--- config.mk ---
export PLATFORM = sky130hd
export DESIGN_NAME = pk_glyph_run_decoder
export DESIGN_NICKNAME = d
export VERILOG_FILES = /design/src/design/pgrd_pkg.sv /design/src/design/pk_glyph_run_decoder.sv /design/src/design/pgrd_front.sv /design/src/design/pgrd_rowq.sv /design/src/design/pgrd_back.sv
export VERILOG_INCLUDE_DIRS = /design/src /design/src/design
export SDC_FILE = /design/constraint.sdc
export NUM_CORES = 1
export LEC_CHECK = 0
export BUFFER_PORTS_ARGS = -buffer_cell sky130_fd_sc_hd__buf_2
export CORE_ASPECT_RATIO = 0.9
export CORE_MARGIN = 2
export CORE_UTILIZATION = 55
export DETAILED_ROUTE_END_ITERATION = 16
export MAX_ROUTING_LAYER = met4
export PLACE_DENSITY = 0.73
export SLEW_MARGIN = 20
export SYNTH_ARGS = -nofsm -noshare
export SYNTH_HDL_FRONTEND = slang
export SYNTH_SLANG_ARGS = --single-unit
--- constraint.sdc ---
create_clock -name i_clk -period 11.2 [get_ports i_clk]
set_input_delay 0 -clock i_clk [delete_from_list [all_inputs] [get_ports i_clk]]
set_output_delay 0 -clock i_clk [all_outputs]
set_load 0.005 [all_outputs]
--- src/design/assert_macros.svh ---
// assertion macros used by the decoder back end
// no dependencies
`ifndef ASSERT_MACROS_SVH
`define ASSERT_MACROS_SVH

// same-cycle implication
`define PGRD_ASSERT_IMPLY(label, clk, rst_n, ante, cons, msg) \
    label: assert property (@(posedge clk) disable iff (!rst_n) (ante) |-> (cons)) \
        else $error(msg);

// next-cycle implication
`define PGRD_ASSERT_NEXT(label, clk, rst_n, ante, cons, msg) \
    label: assert property (@(posedge clk) disable iff (!rst_n) (ante) |=> (cons)) \
        else $error(msg);

`endif

--- src/design/pgrd_pkg.sv ---
// shared types and constants of the pk glyph run decoder
// no dependencies
package pgrd_pkg;

    localparam int ROW_W        = 64;
    localparam int CFG_W        = 7;
    localparam int CFG_IDX_W    = 2;
    localparam int MAX_WIDTH    = 64;
    localparam int MAX_HEIGHT   = 64;
    localparam int RUN_BITS_DEF = 13;
    localparam int CMDQ_DEPTH   = 2;
    localparam int ROWQ_DEPTH   = 4;

    localparam logic [3:0] RAW_PARAM = 4'd14;

    typedef enum logic [CFG_IDX_W-1:0] {
        CFG_GLYPH_WIDTH  = 2'd0,
        CFG_GLYPH_HEIGHT = 2'd1,
        CFG_RUN_PARAM    = 2'd2,
        CFG_START_BLACK  = 2'd3
    } t_cfg_idx;

    typedef struct packed {
        logic [6:0] width;
        logic [6:0] height;
        logic [3:0] param;
        logic       start_black;
    } t_cfg;

    typedef struct packed {
        logic [7:0] data;
        logic       first;
        logic       raster;
    } t_cmd;

    typedef struct packed {
        logic [ROW_W-1:0] pixels;
        logic [5:0]       number;
        logic [5:0]       copies;
        logic             done;
        logic             last;
    } t_row;

endpackage

--- src/design/pk_glyph_run_decoder.sv ---
// pk glyph run decoder top level: configuration registers, front queue, sequencer, row queue
// flow: a byte is stored in the front queue and taken by the sequencer when it is idle;
// a finished row waits in the sequencer's hold register and then in the row queue; the
// sequencer works a packed byte nybble by nybble and run segment by run segment, a raster
// byte bit by bit; a full row queue can stall the sequencer while it stays full
// reset: synchronous active low, clears queues and decode state, width and height 1
module pk_glyph_run_decoder #(
    parameter int RUN_BITS = pgrd_pkg::RUN_BITS_DEF
) (
    input  logic                            i_clk,
    input  logic                            i_rst_n,
    input  logic                            push,
    output logic                            full,
    input  logic [7:0]                      i_packet_byte,
    input  logic                            i_first_of_glyph,
    output logic                            empty,
    input  logic                            pop,
    output logic [pgrd_pkg::ROW_W-1:0]      o_row_pixels,
    output logic [5:0]                      o_row_number,
    output logic [5:0]                      o_copies_after,
    output logic                            o_glyph_done,
    output logic                            o_last_of_batch,
    input  logic                            i_cfg_we,
    input  logic [pgrd_pkg::CFG_IDX_W-1:0]  i_cfg_index,
    input  logic [pgrd_pkg::CFG_W-1:0]      i_cfg_data
);

    pgrd_pkg::t_cfg r_cfg, n_cfg;
    logic           cmd_valid;
    pgrd_pkg::t_cmd cmd;
    logic           cmd_take;
    logic           row_push;
    pgrd_pkg::t_row row_in;
    logic           row_ready;
    pgrd_pkg::t_row row_out;

    always_comb begin
        n_cfg = r_cfg;
        if (i_cfg_we) begin
            unique case (i_cfg_index)
                pgrd_pkg::CFG_GLYPH_WIDTH:  n_cfg.width       = i_cfg_data;
                pgrd_pkg::CFG_GLYPH_HEIGHT: n_cfg.height      = i_cfg_data;
                pgrd_pkg::CFG_RUN_PARAM:    n_cfg.param       = i_cfg_data[3:0];
                pgrd_pkg::CFG_START_BLACK:  n_cfg.start_black = i_cfg_data[0];
                default:                    n_cfg             = r_cfg;
            endcase
        end
    end

    always_ff @(posedge i_clk) begin
        if (!i_rst_n) begin
            r_cfg.width       <= 7'd1;
            r_cfg.height      <= 7'd1;
            r_cfg.param       <= 4'd0;
            r_cfg.start_black <= 1'b0;
        end else begin
            r_cfg <= n_cfg;
        end
    end

    pgrd_front u_front (
        .i_clk            (i_clk),
        .i_rst_n          (i_rst_n),
        .i_push           (push),
        .i_packet_byte    (i_packet_byte),
        .i_first_of_glyph (i_first_of_glyph),
        .i_run_param      (r_cfg.param),
        .o_full           (full),
        .o_cmd_valid      (cmd_valid),
        .o_cmd            (cmd),
        .i_cmd_take       (cmd_take)
    );

    pgrd_back #(
        .RUN_BITS (RUN_BITS)
    ) u_back (
        .i_clk       (i_clk),
        .i_rst_n     (i_rst_n),
        .i_cfg       (r_cfg),
        .i_cmd_valid (cmd_valid),
        .i_cmd       (cmd),
        .o_cmd_take  (cmd_take),
        .o_row_push  (row_push),
        .o_row       (row_in),
        .i_row_ready (row_ready)
    );

    pgrd_rowq u_rowq (
        .i_clk   (i_clk),
        .i_rst_n (i_rst_n),
        .i_push  (row_push),
        .i_row   (row_in),
        .o_ready (row_ready),
        .o_empty (empty),
        .i_pop   (pop),
        .o_row   (row_out)
    );

    assign o_row_pixels    = row_out.pixels;
    assign o_row_number    = row_out.number;
    assign o_copies_after  = row_out.copies;
    assign o_glyph_done    = row_out.done;
    assign o_last_of_batch = row_out.last;

endmodule

--- src/design/pgrd_front.sv ---
// front end: accepts packet bytes, tags the decode mode and queues them
// depends on pgrd_pkg
module pgrd_front (
    input  logic              i_clk,
    input  logic              i_rst_n,
    input  logic              i_push,
    input  logic [7:0]        i_packet_byte,
    input  logic              i_first_of_glyph,
    input  logic [3:0]        i_run_param,
    output logic              o_full,
    output logic              o_cmd_valid,
    output pgrd_pkg::t_cmd    o_cmd,
    input  logic              i_cmd_take
);

    localparam int PTR_W = (pgrd_pkg::CMDQ_DEPTH > 1) ? $clog2(pgrd_pkg::CMDQ_DEPTH) : 1;
    localparam int CNT_W = $clog2(pgrd_pkg::CMDQ_DEPTH + 1);
    localparam logic [PTR_W-1:0] PTR_LAST = PTR_W'(pgrd_pkg::CMDQ_DEPTH - 1);

    pgrd_pkg::t_cmd   r_mem [pgrd_pkg::CMDQ_DEPTH];
    logic [PTR_W-1:0] r_wr, n_wr;
    logic [PTR_W-1:0] r_rd, n_rd;
    logic [CNT_W-1:0] r_cnt, n_cnt;
    logic             push_ok;
    logic             pop_ok;
    pgrd_pkg::t_cmd   new_cmd;

    assign o_full      = (r_cnt == CNT_W'(pgrd_pkg::CMDQ_DEPTH));
    assign o_cmd_valid = (r_cnt != '0);
    assign o_cmd       = r_mem[r_rd];
    assign push_ok     = i_push && !o_full;
    assign pop_ok      = i_cmd_take && o_cmd_valid;

    always_comb begin
        new_cmd.data   = i_packet_byte;
        new_cmd.first  = i_first_of_glyph;
        new_cmd.raster = (i_run_param == pgrd_pkg::RAW_PARAM);
    end

    always_comb begin
        n_wr  = r_wr;
        n_rd  = r_rd;
        n_cnt = r_cnt;
        if (push_ok) begin
            n_wr = (r_wr == PTR_LAST) ? '0 : r_wr + PTR_W'(1);
        end
        if (pop_ok) begin
            n_rd = (r_rd == PTR_LAST) ? '0 : r_rd + PTR_W'(1);
        end
        priority if (push_ok && !pop_ok) begin
            n_cnt = r_cnt + CNT_W'(1);
        end else if (pop_ok && !push_ok) begin
            n_cnt = r_cnt - CNT_W'(1);
        end else begin
            n_cnt = r_cnt;
        end
    end

    always_ff @(posedge i_clk) begin
        if (!i_rst_n) begin
            r_wr  <= '0;
            r_rd  <= '0;
            r_cnt <= '0;
        end else begin
            r_wr  <= n_wr;
            r_rd  <= n_rd;
            r_cnt <= n_cnt;
        end
    end

    always_ff @(posedge i_clk) begin
        if (push_ok) begin
            r_mem[r_wr] <= new_cmd;
        end
    end

endmodule

--- src/design/pgrd_rowq.sv ---
// result queue holding finished rows until they are popped
// depends on pgrd_pkg
module pgrd_rowq (
    input  logic           i_clk,
    input  logic           i_rst_n,
    input  logic           i_push,
    input  pgrd_pkg::t_row i_row,
    output logic           o_ready,
    output logic           o_empty,
    input  logic           i_pop,
    output pgrd_pkg::t_row o_row
);

    localparam int PTR_W = (pgrd_pkg::ROWQ_DEPTH > 1) ? $clog2(pgrd_pkg::ROWQ_DEPTH) : 1;
    localparam int CNT_W = $clog2(pgrd_pkg::ROWQ_DEPTH + 1);
    localparam logic [PTR_W-1:0] PTR_LAST = PTR_W'(pgrd_pkg::ROWQ_DEPTH - 1);

    pgrd_pkg::t_row   r_mem [pgrd_pkg::ROWQ_DEPTH];
    logic [PTR_W-1:0] r_wr, n_wr;
    logic [PTR_W-1:0] r_rd, n_rd;
    logic [CNT_W-1:0] r_cnt, n_cnt;
    logic             push_ok;
    logic             pop_ok;

    assign o_ready = (r_cnt != CNT_W'(pgrd_pkg::ROWQ_DEPTH));
    assign o_empty = (r_cnt == '0);
    assign o_row   = r_mem[r_rd];
    assign push_ok = i_push && o_ready;
    assign pop_ok  = i_pop && !o_empty;

    always_comb begin
        n_wr  = r_wr;
        n_rd  = r_rd;
        if (push_ok) begin
            n_wr = (r_wr == PTR_LAST) ? '0 : r_wr + PTR_W'(1);
        end
        if (pop_ok) begin
            n_rd = (r_rd == PTR_LAST) ? '0 : r_rd + PTR_W'(1);
        end
        priority if (push_ok && !pop_ok) begin
            n_cnt = r_cnt + CNT_W'(1);
        end else if (pop_ok && !push_ok) begin
            n_cnt = r_cnt - CNT_W'(1);
        end else begin
            n_cnt = r_cnt;
        end
    end

    always_ff @(posedge i_clk) begin
        if (!i_rst_n) begin
            r_wr  <= '0;
            r_rd  <= '0;
            r_cnt <= '0;
        end else begin
            r_wr  <= n_wr;
            r_rd  <= n_rd;
            r_cnt <= n_cnt;
        end
    end

    always_ff @(posedge i_clk) begin
        if (push_ok) begin
            r_mem[r_wr] <= i_row;
        end
    end

endmodule

--- src/design/pgrd_back.sv ---
// back end: decode sequencer for packed runs and raw raster bits, builds rows
// depends on pgrd_pkg and assert_macros.svh
`include "assert_macros.svh"

module pgrd_back #(
    parameter int RUN_BITS = pgrd_pkg::RUN_BITS_DEF
) (
    input  logic           i_clk,
    input  logic           i_rst_n,
    input  pgrd_pkg::t_cfg i_cfg,
    input  logic           i_cmd_valid,
    input  pgrd_pkg::t_cmd i_cmd,
    output logic           o_cmd_take,
    output logic           o_row_push,
    output pgrd_pkg::t_row o_row,
    input  logic           i_row_ready
);

    localparam int ROW_W = pgrd_pkg::ROW_W;
    localparam int W_SUM = RUN_BITS + 5;
    localparam int LONG_BIAS = 193;
    localparam int LONG_STEP = 15;
    localparam logic [RUN_BITS-1:0] RUN_MAX = '1;
    localparam logic [ROW_W-1:0] ALL_ONES = '1;
    localparam logic [ROW_W-1:0] LEFT_BIT = {1'b1, {(ROW_W-1){1'b0}}};
    localparam logic [3:0] NYB_REPEAT = 4'd14;
    localparam logic [3:0] NYB_REPEAT_ONE = 4'd15;
    localparam logic [3:0] BITS_PER_BYTE = 4'd8;
    localparam logic [3:0] MAX_ZEROS = 4'd15;

    typedef enum logic [4:0] {
        S_IDLE = 5'b00001,
        S_NYB  = 5'b00010,
        S_RUN  = 5'b00100,
        S_RAST = 5'b01000,
        S_END  = 5'b10000
    } t_state;

    typedef enum logic [3:0] {
        PH_IDLE   = 4'b0001,
        PH_SECOND = 4'b0010,
        PH_ZEROS  = 4'b0100,
        PH_DIGITS = 4'b1000
    } t_phase;

    function automatic logic [6:0] clamp_dim(input logic [6:0] v, input logic [6:0] lim);
        logic [6:0] r;
        if (v == 7'd0) begin
            r = 7'd1;
        end else if (v > lim) begin
            r = lim;
        end else begin
            r = v;
        end
        return r;
    endfunction

    function automatic logic [RUN_BITS-1:0] sat_run(input logic [W_SUM-1:0] v);
        return (v > W_SUM'(RUN_MAX)) ? RUN_MAX : v[RUN_BITS-1:0];
    endfunction

    t_state             r_state, n_state;
    logic [7:0]         r_data, n_data;
    logic               r_nyb_sel, n_nyb_sel;
    logic [3:0]         r_bit_idx, n_bit_idx;
    logic [ROW_W-1:0]   r_buf, n_buf;
    logic [6:0]         r_col, n_col;
    logic [6:0]         r_row, n_row;
    logic [RUN_BITS-1:0] r_run, n_run;
    logic               r_colour, n_colour;
    logic [RUN_BITS-1:0] r_repeat, n_repeat;
    t_phase             r_phase, n_phase;
    logic [3:0]         r_digits, n_digits;
    logic [RUN_BITS-1:0] r_accum, n_accum;
    logic               r_rep_pend, n_rep_pend;
    logic               r_finished, n_finished;
    pgrd_pkg::t_row     r_hold, n_hold;
    logic               r_hold_vld, n_hold_vld;

    logic [6:0]          w;
    logic [6:0]          h;
    logic [3:0]          nyb;
    logic [3:0]          d;
    logic [RUN_BITS-1:0] second_val;
    logic [RUN_BITS-1:0] digits_acc;
    logic [W_SUM-1:0]    long_v;
    logic [W_SUM-1:0]    long_sub;
    logic [RUN_BITS-1:0] long_val;
    logic [3:0]          digits_dec;
    logic [6:0]          room;
    logic [6:0]          take;
    logic [6:0]          col_end;
    logic [ROW_W-1:0]    run_buf;
    logic [ROW_W-1:0]    rast_buf;
    logic [2:0]          bit_pos;
    logic [6:0]          avail;
    logic [6:0]          copies;
    logic [6:0]          row_next;
    logic                fin_next;
    logic                emit_ok;
    logic                emit;
    logic [ROW_W-1:0]    emit_buf;
    logic                adv;
    logic                num_done;
    logic [RUN_BITS-1:0] num_val;
    t_state              adv_state;

    assign w   = clamp_dim(i_cfg.width, 7'(pgrd_pkg::MAX_WIDTH));
    assign h   = clamp_dim(i_cfg.height, 7'(pgrd_pkg::MAX_HEIGHT));
    assign d   = i_cfg.param;
    assign nyb = r_nyb_sel ? r_data[3:0] : r_data[7:4];

    // number assembly
    assign second_val = sat_run(W_SUM'({r_accum, 4'b0000}) + W_SUM'(nyb) + W_SUM'(d)
                                + W_SUM'(1));
    assign digits_acc = sat_run(W_SUM'({r_accum, 4'b0000}) + W_SUM'(nyb));
    assign long_v     = W_SUM'(digits_acc) + W_SUM'(LONG_BIAS);
    assign long_sub   = W_SUM'(d) * W_SUM'(LONG_STEP);
    assign long_val   = sat_run((long_v > long_sub) ? long_v - long_sub : '0);
    assign digits_dec = (r_digits == 4'd0) ? 4'd0 : r_digits - 4'd1;

    // one run segment per cycle, unless a finished row cannot be handed on
    assign room    = (r_col < w) ? w - r_col : 7'd0;
    assign take    = (r_run < RUN_BITS'(room)) ? r_run[6:0] : room;
    assign col_end = r_col + take;
    assign run_buf = r_colour ? (r_buf | ((ALL_ONES >> r_col) & ~(ALL_ONES >> col_end)))
                              : r_buf;

    // one raster bit per cycle, paused while a finished row is handed on or cannot leave
    assign bit_pos  = 3'd7 - r_bit_idx[2:0];
    assign rast_buf = r_data[bit_pos] ? (r_buf | (LEFT_BIT >> r_col)) : r_buf;

    // row bookkeeping for an ending row
    assign avail    = (r_row < h) ? h - 7'd1 - r_row : 7'd0;
    assign copies   = (r_repeat < RUN_BITS'(avail)) ? r_repeat[6:0] : avail;
    assign row_next = r_row + 7'd1 + copies;
    assign fin_next = (row_next >= h);
    assign emit_ok  = !r_hold_vld || i_row_ready;

    assign adv_state = r_nyb_sel ? S_END : S_NYB;

    always_comb begin
        n_state    = r_state;
        n_data     = r_data;
        n_nyb_sel  = r_nyb_sel;
        n_bit_idx  = r_bit_idx;
        n_buf      = r_buf;
        n_col      = r_col;
        n_row      = r_row;
        n_run      = r_run;
        n_colour   = r_colour;
        n_repeat   = r_repeat;
        n_phase    = r_phase;
        n_digits   = r_digits;
        n_accum    = r_accum;
        n_rep_pend = r_rep_pend;
        n_finished = r_finished;
        n_hold     = r_hold;
        n_hold_vld = r_hold_vld;
        o_cmd_take = 1'b0;
        o_row_push = 1'b0;
        o_row      = r_hold;
        o_row.last = (r_state == S_END);
        emit       = 1'b0;
        emit_buf   = r_buf;
        adv        = 1'b0;
        num_done   = 1'b0;
        num_val    = '0;

        unique case (r_state)
            S_IDLE: begin
                if (i_cmd_valid) begin
                    o_cmd_take = 1'b1;
                    n_data     = i_cmd.data;
                    n_nyb_sel  = 1'b0;
                    n_bit_idx  = 4'd0;
                    n_state    = i_cmd.raster ? S_RAST : S_NYB;
                    if (i_cmd.first) begin
                        n_buf      = '0;
                        n_col      = '0;
                        n_row      = '0;
                        n_run      = '0;
                        n_colour   = i_cfg.start_black;
                        n_repeat   = '0;
                        n_phase    = PH_IDLE;
                        n_digits   = '0;
                        n_accum    = '0;
                        n_rep_pend = 1'b0;
                        n_finished = 1'b0;
                    end
                end
            end
            S_NYB: begin
                if (r_finished) begin
                    adv = 1'b1;
                end else begin
                    unique case (r_phase)
                        PH_IDLE: begin
                            priority if (nyb == NYB_REPEAT) begin
                                n_rep_pend = 1'b1;
                                adv        = 1'b1;
                            end else if (nyb == NYB_REPEAT_ONE) begin
                                n_repeat   = RUN_BITS'(1);
                                n_rep_pend = 1'b0;
                                adv        = 1'b1;
                            end else if (nyb == 4'd0) begin
                                n_phase  = PH_ZEROS;
                                n_digits = 4'd1;
                                adv      = 1'b1;
                            end else if (nyb > d) begin
                                n_accum = RUN_BITS'(nyb - d - 4'd1);
                                n_phase = PH_SECOND;
                                adv     = 1'b1;
                            end else begin
                                num_done = 1'b1;
                                num_val  = RUN_BITS'(nyb);
                            end
                        end
                        PH_SECOND: begin
                            n_phase  = PH_IDLE;
                            num_done = 1'b1;
                            num_val  = second_val;
                        end
                        PH_ZEROS: begin
                            if (nyb == 4'd0) begin
                                if (r_digits < MAX_ZEROS) begin
                                    n_digits = r_digits + 4'd1;
                                end
                            end else begin
                                n_accum = RUN_BITS'(nyb);
                                n_phase = PH_DIGITS;
                            end
                            adv = 1'b1;
                        end
                        PH_DIGITS: begin
                            n_accum  = digits_acc;
                            n_digits = digits_dec;
                            if (digits_dec == 4'd0) begin
                                n_phase  = PH_IDLE;
                                num_done = 1'b1;
                                num_val  = long_val;
                            end else begin
                                adv = 1'b1;
                            end
                        end
                        default: begin
                            n_phase = PH_IDLE;
                            adv     = 1'b1;
                        end
                    endcase
                end
                if (num_done) begin
                    if (r_rep_pend) begin
                        n_repeat   = num_val;
                        n_rep_pend = 1'b0;
                        adv        = 1'b1;
                    end else begin
                        n_run   = num_val;
                        n_state = S_RUN;
                    end
                end
            end
            S_RUN: begin
                if (r_run == '0 || r_finished) begin
                    n_colour = ~r_colour;
                    n_run    = '0;
                    adv      = 1'b1;
                end else if (col_end >= w && !emit_ok) begin
                    n_run = r_run;
                end else begin
                    n_buf = run_buf;
                    n_col = col_end;
                    n_run = r_run - RUN_BITS'(take);
                    if (col_end >= w) begin
                        emit     = 1'b1;
                        emit_buf = run_buf;
                    end
                end
            end
            S_RAST: begin
                if (r_finished || (r_bit_idx == BITS_PER_BYTE && r_col < w)) begin
                    n_state = S_END;
                end else if (r_col >= w) begin
                    if (emit_ok) begin
                        emit     = 1'b1;
                        emit_buf = r_buf;
                    end
                end else begin
                    n_buf     = rast_buf;
                    n_col     = r_col + 7'd1;
                    n_bit_idx = r_bit_idx + 4'd1;
                end
            end
            S_END: begin
                if (!r_hold_vld) begin
                    n_state = S_IDLE;
                end else if (i_row_ready) begin
                    o_row_push = 1'b1;
                    n_hold_vld = 1'b0;
                    n_state    = S_IDLE;
                end
            end
            default: begin
                n_state = S_IDLE;
            end
        endcase

        if (adv) begin
            n_nyb_sel = 1'b1;
            n_state   = adv_state;
        end

        // the previous row leaves as soon as a newer one exists
        if (emit) begin
            o_row_push     = r_hold_vld;
            n_hold.pixels  = emit_buf;
            n_hold.number  = r_row[5:0];
            n_hold.copies  = copies[5:0];
            n_hold.done    = fin_next;
            n_hold.last    = 1'b0;
            n_hold_vld     = 1'b1;
            n_row          = row_next;
            n_finished     = fin_next;
            n_buf          = '0;
            n_col          = '0;
            n_repeat       = '0;
        end
    end

    always_ff @(posedge i_clk) begin
        if (!i_rst_n) begin
            r_state    <= S_IDLE;
            r_nyb_sel  <= 1'b0;
            r_bit_idx  <= '0;
            r_buf      <= '0;
            r_col      <= '0;
            r_row      <= '0;
            r_run      <= '0;
            r_colour   <= 1'b0;
            r_repeat   <= '0;
            r_phase    <= PH_IDLE;
            r_digits   <= '0;
            r_accum    <= '0;
            r_rep_pend <= 1'b0;
            r_finished <= 1'b0;
            r_hold_vld <= 1'b0;
        end else begin
            r_state    <= n_state;
            r_nyb_sel  <= n_nyb_sel;
            r_bit_idx  <= n_bit_idx;
            r_buf      <= n_buf;
            r_col      <= n_col;
            r_row      <= n_row;
            r_run      <= n_run;
            r_colour   <= n_colour;
            r_repeat   <= n_repeat;
            r_phase    <= n_phase;
            r_digits   <= n_digits;
            r_accum    <= n_accum;
            r_rep_pend <= n_rep_pend;
            r_finished <= n_finished;
            r_hold_vld <= n_hold_vld;
        end
    end

    always_ff @(posedge i_clk) begin
        r_data <= n_data;
        r_hold <= n_hold;
    end

    `PGRD_ASSERT_IMPLY(a_push_room, i_clk, i_rst_n, o_row_push, i_row_ready, "row request into full queue")
    `PGRD_ASSERT_IMPLY(a_no_row_after_done, i_clk, i_rst_n, emit, !r_finished, "row built after glyph end")
    `PGRD_ASSERT_IMPLY(a_col_range, i_clk, i_rst_n, r_state != S_IDLE, r_col <= 7'(ROW_W), "column past row")
    `PGRD_ASSERT_NEXT(a_end_flush, i_clk, i_rst_n, r_state == S_END && i_row_ready, !r_hold_vld && r_state == S_IDLE, "held row not flushed")

endmodule
# == After elaboration in Yosys (flattened, before gate mapping) ==
# Memory sizes are Yosys's and may differ from the RTL's. A register that Yosys moved wholly into a read port is not among the register bits.
# Cells that the tools add are included.
# classes
addsub,27
mul,1
magnitude_cmp,16
n_eq_ne,49
shift,3
mux,172
bitwise,6
reduce_logical,61
# ops
cell,n
$mux 64,12
$mux 13,26
$pmux 64 s3,1
$shr 64x7->64 const A,3
$or 64x64->64,2
$pmux 13 s3,3
$mux 7,16
$mux 4,24
$and 64x64->64,1
$not 64->64,1
$mux 1,57
$gt 18x13->1 const B,3
$pmux 13 s2,2
$mux 5,8
$lt 13x7->1,2
$pmux 5 s5,1
$pmux 4 s2,3
$pmux 4 s3,2
$reduce_bool 2->1,12
$ge 7x7->1,3
$ne 3x2->1 const B,7
$pmux 7 s3,1
$eq 4x4->1 const B,5
$reduce_and 10->1,2
other kinds (67),138
# word_totals
regBits,254
ram_bits,332
inputBits,23
out_inout_bits,80
word_cells,367
mem_count,2
# mem_list
memory,words,width,read_ports,rd_ports_with_merged_regs,wr,line,source
u_rowq.r_mem,4,78,1,1,1,pgrd_rowq.sv:18,pgrd_pkg::t_row r_mem [pgrd_pkg::ROWQ_DEPTH];
u_front.r_mem,2,10,1,1,1,pgrd_front.sv:20,pgrd_pkg::t_cmd r_mem [pgrd_pkg::CMDQ_DEPTH];

# == Depth between registers and ports, before layout ==
# Gate-level depths: netlist of the first run.
# depth
ltp_word,19
mapped_depth,41
depth_no_buf,39

# == Cells and area by module ==
# A second synthesis of the first run with hierarchy kept.
# hier_totals
cells_unflattened,2559
area_unflattened_um2,29544.6
# modules_own_cells
mod,instances,cells_per_inst,area_per_inst_um2
pgrd_back,1,1968,16110.5
pgrd_rowq,1,459,11717.5
pgrd_front,1,58,958.4
pk_glyph_run_decoder,1,74,758.2

# == Least setup slack after synthesis of the first run ==
# OpenSTA, ideal clock, no wires.
# synth_timing
path_kind,register -> register
startpoint,reg u_back.r_col[3]
endpoint,reg u_back.r_repeat[3]
arrival_ns,8.860
required_time_ns,11.073
path_slack_ns,2.213
stages_incl_launch_ff,34
synth_period_minus_slack_ns,8.987
path_cell_list,dfxtp_1 clkbuf_1 inv_1 clkbuf_1 ha_1 nand2_1 o21bai_1 a21o_1 nor4_1 inv_1 ha_1 a21oi_1 o211ai_1 a211oi_2 o21ai_4 o21ai_0 ha_1 nand3_1 nand2_1 o311a_1 inv_1 clkbuf_1 clkbuf_1 ha_1 o21a_1 o21ai_0 nand2b_1 nand3b_1 a21o_1 inv_1 clkbuf_1 or3_1 clkbuf_1 o2bb2ai_1
# synth_via
elab_chain_len,11
elab_cells_between_ends,18
cone_classes,add/sub: 2; order compare: 4; mux: 8; reduce/logical: 4
# synth_rtl
element,line,source
"start, declared",pgrd_back.sv:67,"logic [6:0] r_col, n_col;"
"start signal, assigned",pgrd_back.sv:352,r_col <= n_col;
$sub 7x7->7 / $lt 7x7->1 (equally long branches),"pgrd_back.sv:123, pgrd_back.sv:281",
$mux 7,pgrd_back.sv:123,assign room = (r_col < w) ? w - r_col : 7'd0;
$lt 13x7->1,pgrd_back.sv:124,assign take = (r_run < RUN_BITS'(room)) ? r_run[6:0] : room;
$mux 7,pgrd_back.sv:124,
$add 7x7->7,pgrd_back.sv:125,assign col_end = r_col + take;
$ge 7x7->1,"pgrd_back.sv:268, pgrd_back.sv:274",
$mux 1 / $logic_and 1x1->1 (equally long branches),"pgrd_back.sv:274, pgrd_back.sv:268",
$mux 1,pgrd_back.sv:268,end else if (col_end >= w && !emit_ok) begin
$mux 1,pgrd_back.sv:264,if (r_run == '0 || r_finished) begin
$pmux 1 s2 *,pgrd_back.sv:170,unique case (r_state)
via u_back.emit,pgrd_back.sv:101,logic emit;
$reduce_or 2->1 (no line) *,--,
"end signal, assigned",pgrd_back.sv:356,r_repeat <= n_repeat;
"end, declared",pgrd_back.sv:71,"logic [RUN_BITS-1:0] r_repeat, n_repeat;"
# Mark *: on every way through the listed nets, which the timed path passes. The rest lies on a longest branch.
# A chain may end at the register's enable or synchronous reset.

# == Final worst setup path of the first run ==
# layout_timing
startpoint,reg u_back.r_col[2]
endpoint,reg u_rowq.r_cnt[2]
# layout_via
elab_chain_len,15
elab_cells_between_ends,24
cone_classes,add/sub: 2; order compare: 4; mux: 10; reduce/logical: 8
# layout_rtl
element,line,source
$sub 7x7->7 / $lt 7x7->1 (equally long branches),"pgrd_back.sv:123, pgrd_back.sv:281",
$mux 7,pgrd_back.sv:123,
$lt 13x7->1,pgrd_back.sv:124,
$mux 7,pgrd_back.sv:124,
$add 7x7->7,pgrd_back.sv:125,
$ge 7x7->1,"pgrd_back.sv:268, pgrd_back.sv:274",
$mux 1 / $logic_and 1x1->1 (equally long branches),"pgrd_back.sv:274, pgrd_back.sv:268",
$mux 1,pgrd_back.sv:268,
$mux 1,pgrd_back.sv:264,
$pmux 1 s2 *,pgrd_back.sv:170,
$mux 1 *,pgrd_back.sv:314,if (emit) begin
$logic_and 1x1->1 *,pgrd_rowq.sv:28,assign push_ok = i_push && o_ready;
via u_rowq.push_ok,pgrd_rowq.sv:22,logic push_ok;
$logic_not 1->1,pgrd_rowq.sv:42,end else if (pop_ok && !push_ok) begin
$logic_and 1x1->1,pgrd_rowq.sv:42,
$reduce_bool 2->1 (no line),--,
"end signal, assigned",pgrd_rowq.sv:57,r_cnt <= n_cnt;
"end, declared",pgrd_rowq.sv:21,"logic [CNT_W-1:0] r_cnt, n_cnt;"
# Marks and branches as above.

==> results.md, run 1 <==
* Async SR Flop Fraction at 0%
* Routed vias/inst at 6.43
* Minimum clock period at 9.47 ns
* Met2 usage at 44.6%
* Crit path from: u_back.r_col[2]$_SDFFE_PP0P_
* Sw Ratio at 38.6%
* Clock network power share at 26.9%
* CP Max Fanout at 22
* Post-synth EDFFs at 417
* Post-synthesis cell count at 2531
* Routability cong. at 0.993
* Die Span Y at 223 µm
* Layout cell share with drive strength beyond 1 at 14.4%
* Ys flop type: edfxtp_1
* GR peak layer: met1
* Cell taking the most area after synthesis: edfxtp_1
* RSZ-0062 raised after global routing: false
* First-pass GRT wire length at 126 mm
* Synth top area share at 42.7%
* Core area at 52900 µm²
* Status: finished clean
* Chip width at 247 µm
* Setup_tns at 0 ns
* Peak supply drop at 0.206 mV
* Period utilization at 84.6%
* XOR/XNOR Fraction of Synth Area at 1.92%
* CTS tree: done
* Crit path largest cell delay at 0.84 ns
* Via count at 21760
* Initial antenna violation count at 3
* CTS Sinks at 589
* I/O pin cnt at 103
* Hpwl dp at 56.7 mm
* Sequential area share after synthesis at 54.4%
* Final wirelength at 82.1 mm
* Cell Rows at 80
* Hold Startpoint: i_packet_byte[1]
* Clk slew on worst S/H paths at 0.06 ns
* Cts-stage hold buffer count at 26
* Root Buffer: clkbuf_16
* Post-synthesis compound-gate area fraction at 15.6%
* Post-CTS Resized at 0
* Antenna viol nets, final at 0
* Post-Synth Simple-Gate Area at 11.1%
* Post-CTS Setup Repair Bufs at 0
* Largest cells by area after synthesis: edfxtp_1 (43%), dfxtp_1 (12%), mux4_2 (6.1%)
* Fmax at 106 MHz
* DRC violations left at 0
* GRT overflow at 0
* Post-synthesis mux area share at 7.88%
* H-tree levels at 2
* Final hold violation count at 0
* Final setup viols at 0
* TritonCTS Buffers at 58
* Reg power frac at 34.7%
* FF+latch count, synth at 589
* Min-Delay Path Class: input pin to flop
* Detailed router's first-iteration violation count at 2066
* Clk buf depth at 3
* Lkg Pwr at 11.5 nW
* Worst Tran Pin Value at 1.09 ns
* Syn avg cell area at 11.6 µm²
* Port buffer count at 102
* Total die area at 55200 µm²
* Worst hold slack at 0.108 ns
* Yosys cell types at 91
* Req. time, crit path at 11.74 ns
* Internal at 4.57 mW
* Post-Syn Area at 29300 µm²
* Comb pwr share at 38.5%
* Vias in the first global route at 20963
* Pwr dens at 226 nW/µm²
* Final nets at 2789
* CP Data Arrival Time at 10.01 ns
* Mean routed wirelength per cell at 24.3 µm
* Max-cap violation count at 0
* Synth Net Count at 2684
* Worst setup EP type: flop
* Critical path class: flop to flop
* Relative slew slack at 27.0%
* Final Max Tran Viols at 0
* Met3 Use GR at 4.91%
* DRT Pass-1 Iters at 6
* Met1 Use GR at 45.5%
* Area delta synth->final at 12.2%
* Adder-cell share of the synthesized area at 5.91%
* Slowest CP cell: dfxtp_1
* Global Route Usage Sum at 30.8%
* Setup crit start kind: flop
* Worst Clk Skew at 0.0400 ns
* Worst r2r src: u_back.r_col[2]$_SDFFE_PP0P_
* Largest family of logic cells by synthesized area: compound AO/OA/AOI/OAI gates
* Largest net degree at the start of global routing at 70
* Ys Warns at 0
* Net Switching at 2.87 mW
* Clock latency on the worst-skew pair at 0.64 ns
* Initial core utilization at 55.5%
## layer usage
layer	vias to the layer above	share of wire [%]	routed length [µm]
li1	9826	-	-
met1	10895	45	37300
met2	924	45	37000
met3	115	7.7	6290
met4	0	1.8	1510
met5	-	0	0
## placed cells by master (no fill, tap or decap), types with 14 or more instances in the layout
master,n
a211oi_1,25
a21o_1,55
a21oi_1,198
a31oi_1,26
and3_1,18
buf_2,102
buf_4,45
clkbuf_16,58
dfxtp_1,170
dlygate4sd3_1,26
edfxtp_1,417
fa_1,14
ha_1,116
inv_1,100
mux2_2,14
mux2i_1,31
mux4_2,80
nand2_1,167
nand2b_1,17
nand3_1,44
nand4_1,15
nor2_1,259
nor2b_1,27
nor3_1,64
o211ai_1,19
o21a_1,20
o21ai_0,102
o21bai_1,32
o221ai_1,54
or3_1,16
xnor2_1,31
xor2_1,30
## cells by family (layout without fill, tap and decap cells)
group,count (synthesis),in the layout
flip-flops,589,589
XOR/XNOR,62,62
buffers and inverters,240,395
multiplexers,128,128
other,0,2
AO/OA/AOI/OAI,682,682
AND/OR/NAND/NOR,700,700
adder cells (fa/ha/maj),130,130
## power groups by stage
stage / clock network (mW) / logic, mW / registers, mW
3_5_place_dp: 0 / 2.77 / 2.63
5_1_grt: 2.11 / 3.08 / 2.60
6_report: 2.00 / 2.86 / 2.58
2_1_floorplan: 0 / 2.01 / 2.52
3_3_place_gp: 0 / 2.76 / 2.62
4_1_cts: 2.03 / 2.80 / 2.58
## path summary, 6_finish.rpt
kind,endpoint,slack (ns),cells past startpoint
worst min-delay path,u_front.r_mem[1][3]$_DFFE_PP_,0.11,2
worst max register to register,u_rowq.r_cnt[2]$_SDFFE_PN0P_,1.73,33
worst min register to register,u_back.r_repeat[10]$_SDFFE_PP0P_,0.47,1
worst max-delay path,u_rowq.r_cnt[2]$_SDFFE_PN0P_,1.73,33
## registers in the layout (all words and copies together) (netlist names), 3 cells and up, named ones only
signal            count
u_rowq.r_mem        312
u_back.o_row         77
u_back.r_buf         64
u_front.r_mem        20
r_cfg                19
u_back.r_accum       13
u_back.r_repeat      13
u_back.r_run         13
u_back.r_data         8
u_back.r_col          7
u_back.r_row          7
u_back.r_state        5
u_back.r_bit_idx      4
u_back.r_digits       4
u_back.r_phase        4
u_rowq.r_cnt          3
## worst max-delay path, delay by kind of cell, from the launching register on
family / cells / cell delay [ns]
AND/OR/NAND/NOR: 6 / 1.24
flip-flops: 1 / 0.84
AO/OA/AOI/OAI: 14 / 3.37
XOR/XNOR: 3 / 0.65
buffers and inverters: 4 / 1.05
adder cells (fa/ha/maj): 6 / 2.23
## layout make-up
class	count	area [µm²]
clock inverters	35	402
diodes	2	5.00
multi-input cells	1702	12500
flip-flops and latches	589	16000
fillers	4106	20000
inverters	108	407
repair buffers	177	1190
clock buffers	75	1570
well taps	697	872
## synthesized netlist by cell type, drive strengths merged, types with 11 or more instances
library cell	instances
a211oi	28
a21o	55
a21oi	200
a31oi	26
and2	17
and3	18
buf	28
clkbuf	104
dfxtp	172
edfxtp	417
fa	14
ha	116
inv	102
mux2	15
mux2i	33
mux4	80
nand2	168
nand2b	17
nand3	45
nand4	15
nor2	263
nor2b	27
nor3	67
nor4	11
o211ai	19
o21a	20
o21ai	113
o21bai	32
o221ai	55
o22ai	14
o2bb2ai	11
or3	16
xnor2	32
xor2	30
## through the flow
step                util, %  instances  instance area [µm²]  worst slack, ns  power, mW
floorplan                 -       2531                29300             2.21       4.53
global placement       58.0       3247                30600             2.21       5.38
detailed placement     58.0       3247                30600             1.91       5.40
CTS                    62.2       3383                32900             1.83       7.41
global route           62.2       3385                32900             1.05       7.79
finish                 62.2       3385                32900             1.73       7.44
No activity file was read; power rests on OpenSTA's default activity.
==> inputs of run 2 (changes only) <==
==> constraint.sdc (replaced) <==
create_clock -name i_clk -period 9.3 [get_ports i_clk]
set_input_delay 0 -clock i_clk [delete_from_list [all_inputs] [get_ports i_clk]]
set_output_delay 0 -clock i_clk [all_outputs]
set_load 0.005 [all_outputs]
==> run 2 against run 1 <==
Against the previous run: clock power grew 16%; wire length shrank 1.8%; critical path depth shrank 2; final area grew 0.17%; critical endpoint unchanged.
==> results.md, run 2 (synthesis results as in run 1) <==
* Pre-CTS setup slack at 1.19 ns
* Vias in the first global route at 20775
* Setup_tns at 0 ns
* Fin area at 32900 µm²
* Largest Register: u_rowq.r_mem
* Clk slew on worst S/H paths at 0.07 ns
* CP Max Fanout at 14
* CTS Sinks at 589
* Commonest non-fill, non-tap cells in the layout: edfxtp_1 (417), nor2_1 (261), a21oi_1 (199)
* Global Route Usage Sum at 30.1%
* Area delta synth->final at 12.4%
* Period utilization at 89.8%
* Worst setup EP type: flop
* Crit path from: u_back.r_col[4]$_SDFFE_PP0P_
* Req. time, crit path at 9.84 ns
* Comb pwr share at 39.4%
* Final wirelength at 80.6 mm
* H-tree levels at 2
* Crit path to: u_rowq.r_cnt[2]$_SDFFE_PN0P_
* Fmax at 120 MHz
* Port buffer count at 102
* First-pass GRT wire length at 124 mm
* Final nets at 2806
* Min-Delay Path Class: input pin to flop
* Max-cap violation count at 0
* Critical Path Stages at 31
* Sw Ratio at 39.1%
* Reg-to-Reg End: u_rowq.r_cnt[2]$_SDFFE_PN0P_
* Reg power frac at 34.6%
* Final core occ at 62.3%
* Core area at 52900 µm²
* I/O pin cnt at 103
* Final setup viols at 0
* Total die area at 55200 µm²
* Minimum clock period at 8.35 ns
* DRT Pass-1 Iters at 6
* Worst r2r src: u_back.r_col[4]$_SDFFE_PP0P_
* Buf/Inv on CP at 5
* Cell Rows at 80
* Setup WS post-layout at 0.946 ns
* Clock latency on the worst-skew pair at 0.64 ns
* Worst Clk Skew at 0.0408 ns
* Dpl cell area at 30800 µm²
* CTS tree: done
* Max FFs per register at 312
* Peak supply drop at 0.263 mV
* Relative slew slack at 24.8%
* Clk buf depth at 3
* Pwr dens at 271 nW/µm²
* Die Span Y at 223 µm
* DRC violations left at 0
* GRT overflow at 0
* Chip width at 247 µm
* Mean routed wirelength per cell at 23.7 µm
* Largest net degree at the start of global routing at 86
* Root Buffer: clkbuf_16
* Detailed router's first-iteration violation count at 2192
* Most common cell after layout, fill and taps aside: edfxtp_1
* RSZ-0062 raised after global routing: false
* Via count at 21677
* Internal at 5.43 mW
* Hpwl dp at 55.6 mm
* Antenna viol nets, final at 0
* Slowest CP cell: dfxtp_1
* Initial antenna violation count at 1
* FF-to-FF setup slack at 0.95 ns
* Reg2Reg Depth at 31
* Routability cong. at 1.01
* Final hold violation count at 0
* Net Switching at 3.49 mW
* Post-CTS Setup Repair Bufs at 0
* Lkg Pwr at 11.5 nW
* Routed vias/inst at 6.37
* Setup crit start kind: flop
* Layout cell share with drive strength beyond 1 at 14.8%
* Worst Tran Pin Value at 1.13 ns
* CP delay by family, top: compound AO/OA/AOI/OAI gates
* Final Max Tran Viols at 0
* Crit path largest cell delay at 0.77 ns
* Initial core utilization at 55.5%
* TritonCTS Buffers at 58
* CP Data Arrival Time at 8.89 ns
* Critical path class: flop to flop
* Status: finished clean
* Clock network power share at 26.0%
run 2: cell types whose count changed in the layout (fill, tap and decap cells not counted), sizes merged:
cell | before | now
buf | 151 | 168
bufinv | 7 | 4
clkbuf | 75 | 69
clkinv | 23 | 27
clkinvlp | 4 | 9
diode | 2 | 1
run 2: per-stage QoR:
stage / hold slack (ns) / total power [mW] / cells
finish: 0.116 / 8.92 / 3401
global route: 0.0989 / 9.30 / 3401
CTS: 0.0817 / 8.84 / 3400
detailed placement: 0.193 / 6.52 / 3264
global placement: 0.189 / 6.51 / 3264
floorplan: 0.0989 / 5.45 / 2531
run 2: timing repair:
| item | in CTS | in global routing |
|---|---|---|
| hold buffers | 26 | 0 |
| resized for setup | 0 | 0 |
| endpoints found under the hold margin | 51 | 0 |
run 2: cell type report:
cell class                      instances  area (µm²)
Fill cell                            4137       19900
Sequential cell                       589       16000
Multi-Input combinational cell       1702       12500
Clock buffer                           69        1520
Timing Repair Buffer                  194        1340
Tap cell                              697         872
Inverter                              108         407
Clock inverter                         41         363
Antenna cell                            1        2.50
run 2: metal layers:
layer | share of wire [%] | GRT usage, %
met5 | 0 | -
met4 | 2.5 | 8.29
met3 | 8.3 | 4.45
met2 | 44 | 42.9
met1 | 45 | 45.1
run 2: power by group through the flow:
stage	logic (mW)	clock network (mW)	registers (mW)
5_1_grt	3.75	2.45	3.10
3_3_place_gp	3.37	0	3.13
6_report	3.52	2.32	3.08
4_1_cts	3.41	2.35	3.08
2_1_floorplan	2.42	0	3.03
3_5_place_dp	3.38	0	3.14
run 2: worst min path at each step:
stage / start / end / cells after the start
2_1_floorplan: i_first_of_glyph / u_front.r_mem[0][1]$_DFFE_PP_ / 0
3_3_place_gp: i_packet_byte[3] / u_front.r_mem[0][5]$_DFFE_PP_ / 1
3_5_place_dp: i_packet_byte[4] / u_front.r_mem[0][6]$_DFFE_PP_ / 1
4_1_cts: i_packet_byte[3] / u_front.r_mem[1][5]$_DFFE_PP_ / 2
5_1_grt: i_packet_byte[1] / u_front.r_mem[0][3]$_DFFE_PP_ / 2
6_report: i_packet_byte[1] / u_front.r_mem[1][3]$_DFFE_PP_ / 2
